[config.mk]
export PLATFORM = sky130hd
export DESIGN_NAME = isa_dma_channel_setup_unit
export DESIGN_NICKNAME = d
export VERILOG_FILES = /design/src/hdl/isadma_pkg.sv /design/src/hdl/isadma_front.sv /design/src/hdl/isadma_queue.sv /design/src/hdl/isadma_back.sv /design/src/hdl/isa_dma_channel_setup_unit.sv
export SDC_FILE = /design/constraint.sdc
export NUM_CORES = 1
export LEC_CHECK = 0
export ABC_AREA = 1
export BUFFER_PORTS_ARGS = -buffer_cell sky130_fd_sc_hd__buf_4
export CAP_MARGIN = 20
export CORE_ASPECT_RATIO = 1.75
export CORE_MARGIN = 4
export CORE_UTILIZATION = 55
export CTS_CLUSTER_SIZE = 24
export DETAILED_ROUTE_END_ITERATION = 16
export PLACE_DENSITY = 0.76
export RECOVER_POWER = 100
export SKIP_LAST_GASP = 1
export SLEW_MARGIN = 20
export SYNTH_ARGS = -nofsm -noshare
export SYNTH_HDL_FRONTEND = slang
export SYNTH_HIERARCHICAL = 1
export SYNTH_SLANG_ARGS = --single-unit
[constraint.sdc]
create_clock -name clk -period 6.2 [get_ports clk]
set_clock_uncertainty 0.05 [all_clocks]
set_input_delay 0.93 -clock clk [delete_from_list [all_inputs] [get_ports clk]]
set_output_delay 0.93 -clock clk [all_outputs]
set_load 0.1 [all_outputs]
[src/hdl/isadma_pkg.sv]
// Shared types, constants and port tables of the ISA DMA channel setup unit.
// Depends on nothing.
package isadma_pkg;

    localparam logic [24:0] ADDR_LIMIT   = 25'h100_0000;
    localparam logic [31:0] MAX_COUNT    = 32'h0001_0000;
    localparam logic [7:0]  MASK_SET_BIT = 8'h04;
    localparam logic [2:0]  LOCAL_MASK   = 3'h3;
    localparam logic [2:0]  CH_INVALID   = 3'd4;
    localparam logic [2:0]  CH_WIDE_MIN  = 3'd5;

    localparam int QUEUE_DEPTH = 2;
    localparam int QPTR_W      = 1;
    localparam int QCNT_W      = 2;

    typedef struct packed {
        logic [7:0]  mode_byte;
        logic [2:0]  channel;
        logic [31:0] phys_address;
        logic [31:0] byte_size;
    } req_t;

    typedef struct packed {
        logic [7:0] port;
        logic [7:0] write_data;
        logic       rejected;
        logic       last;
    } res_t;

    typedef struct packed {
        logic        rejected;
        logic [2:0]  channel;
        logic [7:0]  mode_byte;
        logic [7:0]  page;
        logic [15:0] offset;
        logic [15:0] count_m1;
    } desc_t;

    typedef enum logic [3:0] {
        STEP_MASK_SET,
        STEP_FF_CLEAR,
        STEP_MODE,
        STEP_PAGE,
        STEP_ADDR_LO,
        STEP_ADDR_HI,
        STEP_CNT_LO,
        STEP_CNT_HI,
        STEP_MASK_CLEAR
    } step_t;

    function automatic logic [7:0] mask_port(input logic [2:0] ch);
        mask_port = ch[2] ? 8'hD4 : 8'h0A;
    endfunction

    function automatic logic [7:0] mode_port(input logic [2:0] ch);
        mode_port = ch[2] ? 8'hD6 : 8'h0B;
    endfunction

    function automatic logic [7:0] clear_port(input logic [2:0] ch);
        clear_port = ch[2] ? 8'hD8 : 8'h0C;
    endfunction

    function automatic logic [7:0] page_port(input logic [2:0] ch);
        logic [7:0] p;
        case (ch)
            3'd0:    p = 8'h87;
            3'd1:    p = 8'h83;
            3'd2:    p = 8'h81;
            3'd3:    p = 8'h82;
            3'd4:    p = 8'h8F;
            3'd5:    p = 8'h8B;
            3'd6:    p = 8'h89;
            3'd7:    p = 8'h8A;
            default: p = 8'h00;
        endcase
        page_port = p;
    endfunction

    function automatic logic [7:0] addr_port(input logic [2:0] ch);
        addr_port = ch[2] ? (8'hC0 + {4'd0, ch[1:0], 2'b00})
                          : {5'd0, ch[1:0], 1'b0};
    endfunction

    function automatic logic [7:0] cnt_port(input logic [2:0] ch);
        cnt_port = addr_port(ch) + (ch[2] ? 8'h02 : 8'h01);
    endfunction

endpackage

[src/hdl/isadma_front.sv]
// Front end: checks one request and turns it into a channel descriptor.
// Depends on isadma_pkg.
module isadma_front
(
    input  isadma_pkg::req_t  request,
    output isadma_pkg::desc_t desc
);

    logic [24:0] limit;
    logic        addr_bad;
    logic        size_over;
    logic        wide;
    logic        odd;
    logic [31:0] dma_cnt;
    logic        cnt_bad;
    logic        bad;

    always_comb
    begin
        addr_bad  = |request.phys_address[31:24];
        limit     = isadma_pkg::ADDR_LIMIT - {1'b0, request.phys_address[23:0]};
        size_over = request.byte_size > {7'd0, limit};
        wide      = request.channel >= isadma_pkg::CH_WIDE_MIN;
        odd       = request.phys_address[0] | request.byte_size[0];
        dma_cnt   = wide ? {1'b0, request.byte_size[31:1]} : request.byte_size;
        cnt_bad   = (dma_cnt == 32'd0) || (dma_cnt > isadma_pkg::MAX_COUNT);
        bad       = (request.channel == isadma_pkg::CH_INVALID)
                 || (request.byte_size == 32'd0)
                 || addr_bad || size_over || (wide && odd) || cnt_bad;

        desc.rejected  = bad;
        desc.channel   = request.channel;
        desc.mode_byte = request.mode_byte;
        desc.page      = request.phys_address[23:16];
        desc.offset    = wide ? request.phys_address[16:1] : request.phys_address[15:0];
        desc.count_m1  = dma_cnt[15:0] - 16'd1;
    end

endmodule

[src/hdl/isadma_queue.sv]
// Short descriptor queue between the front end and the write sequencer.
// Depends on isadma_pkg.
module isadma_queue
(
    input  logic              clk,
    input  logic              rst_n,
    input  logic              push,
    input  isadma_pkg::desc_t push_data,
    input  logic              pop,
    output isadma_pkg::desc_t head,
    output logic              empty,
    output logic              full
);

    isadma_pkg::desc_t entry_reg [isadma_pkg::QUEUE_DEPTH];

    logic [isadma_pkg::QPTR_W-1:0] wr_ptr_reg, wr_ptr_next;
    logic [isadma_pkg::QPTR_W-1:0] rd_ptr_reg, rd_ptr_next;
    logic [isadma_pkg::QCNT_W-1:0] count_reg, count_next;

    always_comb
    begin
        empty       = count_reg == '0;
        full        = count_reg == isadma_pkg::QCNT_W'(isadma_pkg::QUEUE_DEPTH);
        head        = entry_reg[rd_ptr_reg];
        wr_ptr_next = push ? wr_ptr_reg + 1'b1 : wr_ptr_reg;
        rd_ptr_next = pop ? rd_ptr_reg + 1'b1 : rd_ptr_reg;
        count_next  = count_reg;
        if (push && !pop)
        begin
            count_next = count_reg + 1'b1;
        end
        else if (pop && !push)
        begin
            count_next = count_reg - 1'b1;
        end
    end

    always_ff @(posedge clk)
    begin
        if (push)
        begin
            entry_reg[wr_ptr_reg] <= push_data;
        end
    end

    always_ff @(posedge clk or negedge rst_n)
    begin
        if (!rst_n)
        begin
            wr_ptr_reg <= '0;
            rd_ptr_reg <= '0;
            count_reg  <= '0;
        end
        else
        begin
            wr_ptr_reg <= wr_ptr_next;
            rd_ptr_reg <= rd_ptr_next;
            count_reg  <= count_next;
        end
    end

endmodule

[src/hdl/isadma_back.sv]
// Write sequencer: plays out the port writes of one descriptor, one a cycle.
// Depends on isadma_pkg.
module isadma_back
(
    input  logic              clk,
    input  logic              rst_n,
    input  isadma_pkg::desc_t head,
    input  logic              empty,
    output logic              pop,
    output logic              result_strobe,
    output isadma_pkg::res_t  result
);

    isadma_pkg::step_t step_reg, step_next;
    logic              strobe_reg, strobe_next;
    isadma_pkg::res_t  result_reg, result_next;
    logic [7:0]        local_ch;

    always_comb
    begin
        local_ch    = {5'd0, head.channel & isadma_pkg::LOCAL_MASK};
        step_next   = step_reg;
        strobe_next = 1'b0;
        pop         = 1'b0;
        result_next = '0;
        if (!empty)
        begin
            strobe_next = 1'b1;
            if (head.rejected)
            begin
                result_next.rejected = 1'b1;
                result_next.last     = 1'b1;
                pop                  = 1'b1;
                step_next            = isadma_pkg::STEP_MASK_SET;
            end
            else
            begin
                case (step_reg)
                    isadma_pkg::STEP_MASK_SET:
                    begin
                        result_next.port       = isadma_pkg::mask_port(head.channel);
                        result_next.write_data = isadma_pkg::MASK_SET_BIT | local_ch;
                        step_next              = isadma_pkg::STEP_FF_CLEAR;
                    end
                    isadma_pkg::STEP_FF_CLEAR:
                    begin
                        result_next.port = isadma_pkg::clear_port(head.channel);
                        step_next        = isadma_pkg::STEP_MODE;
                    end
                    isadma_pkg::STEP_MODE:
                    begin
                        result_next.port       = isadma_pkg::mode_port(head.channel);
                        result_next.write_data = head.mode_byte | local_ch;
                        step_next              = isadma_pkg::STEP_PAGE;
                    end
                    isadma_pkg::STEP_PAGE:
                    begin
                        result_next.port       = isadma_pkg::page_port(head.channel);
                        result_next.write_data = head.page;
                        step_next              = isadma_pkg::STEP_ADDR_LO;
                    end
                    isadma_pkg::STEP_ADDR_LO:
                    begin
                        result_next.port       = isadma_pkg::addr_port(head.channel);
                        result_next.write_data = head.offset[7:0];
                        step_next              = isadma_pkg::STEP_ADDR_HI;
                    end
                    isadma_pkg::STEP_ADDR_HI:
                    begin
                        result_next.port       = isadma_pkg::addr_port(head.channel);
                        result_next.write_data = head.offset[15:8];
                        step_next              = isadma_pkg::STEP_CNT_LO;
                    end
                    isadma_pkg::STEP_CNT_LO:
                    begin
                        result_next.port       = isadma_pkg::cnt_port(head.channel);
                        result_next.write_data = head.count_m1[7:0];
                        step_next              = isadma_pkg::STEP_CNT_HI;
                    end
                    isadma_pkg::STEP_CNT_HI:
                    begin
                        result_next.port       = isadma_pkg::cnt_port(head.channel);
                        result_next.write_data = head.count_m1[15:8];
                        step_next              = isadma_pkg::STEP_MASK_CLEAR;
                    end
                    isadma_pkg::STEP_MASK_CLEAR:
                    begin
                        result_next.port       = isadma_pkg::mask_port(head.channel);
                        result_next.write_data = local_ch;
                        result_next.last       = 1'b1;
                        pop                    = 1'b1;
                        step_next              = isadma_pkg::STEP_MASK_SET;
                    end
                    default:
                    begin
                        strobe_next = 1'b0;
                        step_next   = isadma_pkg::STEP_MASK_SET;
                    end
                endcase
            end
        end
    end

    always_ff @(posedge clk or negedge rst_n)
    begin
        if (!rst_n)
        begin
            step_reg   <= isadma_pkg::STEP_MASK_SET;
            strobe_reg <= 1'b0;
        end
        else
        begin
            step_reg   <= step_next;
            strobe_reg <= strobe_next;
        end
    end

    always_ff @(posedge clk)
    begin
        result_reg <= result_next;
    end

    assign result_strobe = strobe_reg;
    assign result        = result_reg;

endmodule

[src/hdl/isa_dma_channel_setup_unit.sv]
// ISA DMA channel setup unit: checks a request and emits the 8237 port writes.
// Start is registered in the queue, each write in the result register; rejects give one item.
// Requests are paced by the write sequencer, which plays one port write a cycle.
// A two-entry descriptor queue takes new requests while the sequencer runs; busy = queue full.
// Reset (rst_n low, asynchronous) empties the queue and returns the sequencer to its first step.
// Depends on isadma_pkg, isadma_front, isadma_queue, isadma_back.
module isa_dma_channel_setup_unit
(
    input  logic              clk,
    input  logic              rst_n,
    input  logic              start,
    output logic              busy,
    input  isadma_pkg::req_t  request,
    output logic              result_strobe,
    output isadma_pkg::res_t  result
);

    isadma_pkg::desc_t front_desc;
    isadma_pkg::desc_t head;
    logic              push;
    logic              pop;
    logic              empty;
    logic              full;

    assign busy = full;
    assign push = start && !full;

    isadma_front u_front
    (
        .request (request),
        .desc    (front_desc)
    );

    isadma_queue u_queue
    (
        .clk       (clk),
        .rst_n     (rst_n),
        .push      (push),
        .push_data (front_desc),
        .pop       (pop),
        .head      (head),
        .empty     (empty),
        .full      (full)
    );

    isadma_back u_back
    (
        .clk           (clk),
        .rst_n         (rst_n),
        .head          (head),
        .empty         (empty),
        .pop           (pop),
        .result_strobe (result_strobe),
        .result        (result)
    );

endmodule

==> flow_summary_export.csv <==
group,metric,value,unit
synthesis,synthFlopType,"edfxtp_1",
timing,timing.fmax,219,MHz
critical_path,cp_slowest_stage_delay,1750,ps
outcome,status,"finished, violations left",
route,antenna_left,0,
synthesis,postSynthAreaPerCell,9.86,um^2
route,routed_wirelength,17300,um
clock_tree,cts-resized-gates,0,
final_layout,fin_nets,978,
clock_tree,cts_buffers,17,
timing,hold_violations,0,
power_and_ir_drop,p_leak,3.75,nW
synthesis,netlist_instances,793,
route,via_per_inst,5.44,
final_layout,largest_reg_flops,104,
critical_path,worstPathMaxFanout,61,
die,start_util,56.2,%
critical_path,crit_type,"input port to flop",
clock_tree,clk_path_buf_depth,2,
placed_design,place_congestion,0.932,
critical_path,worstPathArrival,4650,ps
power_and_ir_drop,peakVddDrop,0.000200,V
critical_path,crit_required,6290,ps
placed_design,place_area,8440,um^2
synthesis,synthTopCellsByArea,"edfxtp_1 40%, mux2_4 9.4%, nand2_1 7.8%, ha_1 4.6%, nand3_1 4.5%",
synthesis,synth_area,7820,um^2
die,die_w,98.1,um
critical_path,slowest_stage,"clkbuf_1",
placed_design,portBuffers,96,
critical_path,path_cells,"clkbuf_1 -> o21ai_4 -> clkbuf_1 -> nand2_1 -> o21ai_2 -> ha_1 -> nand3_1 -> nor2_1 -> nand2_1 -> nor2_4 -> nand2_1 -> nand2_1 -> nand4_1",
final_layout,mostFrequentLayoutCell,"nand2_1",
global_routing,grt_first_pass_wirelength,28000,um
critical_path,start_kind,"input port",
clock_tree,tritoncts,"done",
clock_tree,cts_root_buf,"clkbuf_16",
critical_path,r2r-start,"u_queue/rd_ptr_reg",
synthesis,ys_types,44,
global_routing,grt_overflow,0,
timing,period_minus_slack,4560,ps
timing,period_share,73.5,%
critical_path,crit_family,"buffers and inverters",
die,io_pins,98,
synthesis,synth_edf_count,104,
clock_tree,postCtsSetupBuffers,0,
timing,slew_headroom,-99.9,%
synthesis,ys_warn_count,6,
synthesis,yosysTopAreaCell,"edfxtp_1",
critical_path,critPathCaptureType,"flop",
route,drt-initial-drc-count,321,
critical_path,crit_top_cell,"nand2_1",
synthesis,seq_area_frac_synth,47.2,%
critical_path,r2r_cells,8,
final_layout,area_growth,12.7,%
critical_path,r2r_end,"u_back/result[2]",
die,dieArea,16300,um^2
power_and_ir_drop,powerDensity,390,nW/um^2
timing,tns,0,ps
die,rows,57,
final_layout,drive_gt1_share,18.6,%
critical_path,cp_num_cells,13,
global_routing,antenna_found_initial,0,
final_layout,n_fill_cell,1187,
route,wire_per_inst,16.3,um
synthesis,post-synth-top-area-fraction,39.9,%
clock_tree,clock_sinks,130,
route,dr.pass1.iters,4,
run,drv_cap,4,
timing,slew_viol_final,199,
clock_tree,ctsHtreeMaxLevel,4,
synthesis,async_flop_share,6.92,%
clock_tree,clock_latency,410,ps
global_routing,grt_pass1_vias,5822,
timing,rsz0062_at_grt,"false",
critical_path,r2r_slack,2010,ps
die,fp.dieH,166,um
synthesis,synth_nets,900,
route,dr_total_vias,5767,
critical_path,cp_num_buf_inv,2,
global_routing,grt_max_degree,62,
route,drc,0,
outcome,failed_checks,"capacitance limit, slew limit",
final_layout,finalInstanceArea,8810,um^2
final_layout,antenna_cells,0,
final_layout,final_cell_mix,"163 x nand2_1, 104 x edfxtp_1, 76 x nor2_1",
clock_tree,hold_buffers,0,
synthesis,synth-seq-cells,130,
timing,worstMarginPinSlew,3000,ps
placed_design,dpl.hpwl,13000,um
die,coreArea,13900,um^2
clock_tree,clkSlewWorstSetupHoldPaths,60,ps
global_routing,grt_use_total,21.7,%
worst_hold_path,hold_path.class,"input port to asynchronous set/reset pin",
timing,setup_viol,0,
## final cells by class
| type | count | area, um^2 | share of cell area (%) |
|---|---|---|---|
| inverter | 73 | 274 | 3.11 |
| multi-input combinational | 548 | 3420 | 38.9 |
| tap | 177 | 221 | 2.51 |
| timing repair buffer | 101 | 619 | 7.03 |
| clock buffer | 18 | 429 | 4.87 |
| sequential | 130 | 3690 | 41.9 |
| clock inverter | 14 | 156 | 1.77 |
## where the power goes
group	leakage (nW)	internal, W	total, W	switching, W
Clock	0.276	0.000597	0.000971	0.000374
Combinational	2.25	0.000418	0.00116	0.000737
Sequential	1.22	0.00120	0.00131	0.000107
Total	3.75	0.00222	0.00343	0.00122
## routing by layer
metal / global-route usage, % / up-vias / part of all wire [%]
met5: 0 / - / 0
met4: 9.89 / 0 / 3.6
met3: 3.45 / 40 / 4.0
met2: 40.9 / 188 / 55
met1: 23.0 / 2697 / 38
li1: - / 2842 / -
## worst max path at each step
stage	start	endpoint	slack (ps)
after detailed placement	request[32]	u_queue/entry_reg[0][51]	2110
after CTS	request[32]	u_queue/entry_reg[0][51]	2530
after global routing	request[66]	u_queue/entry_reg[0][8]	1170
final	request[66]	u_queue/entry_reg[0][51]	1640
after floorplan	u_queue/count_reg[1]	u_queue/entry_reg[0][0]	2330
after global placement	request[32]	u_queue/entry_reg[0][51]	2220
## cell families after synthesis
group                      count (synthesis)  synth area share, %
adders and majority gates                 29                 4.64
and+or+nand+nor                          359                 20.9
other                                      1               0.0480
buffers and inverters                    115                 8.15
AOI/OAI and AO/OA                         70                 5.09
xor gates and xnor gates                  36                 4.03
muxes                                     53                 9.97
DFF                                      130                 47.2
## per-stage QoR
stage | std cells | util, % | setup slack, ps | hold WS (ps) | total power (W)
finish | 1061 | 63.4 | 1640 | 413 | 0.00343
global route | 1061 | 63.4 | 1170 | 452 | 0.00361
CTS | 1061 | 64.9 | 2530 | 274 | 0.00349
detailed placement | 1029 | 60.7 | 2110 | 445 | 0.00251
global placement | 1029 | 60.7 | 2220 | 452 | 0.00249
floorplan | 793 | - | 2330 | 413 | 0.00230
## cell usage after synthesis, drive strengths merged (10+ instances only)
cell type and n:
nand2 166, edfxtp 104, nor2 84, inv 73, nand3 72, mux2 52, o21ai 40, buf 37
ha 29, a21oi 26, xor2 26, dfxtp 17, nand4 13, nor3 10, xnor2 10
Power figures use the tool's default switching activity.
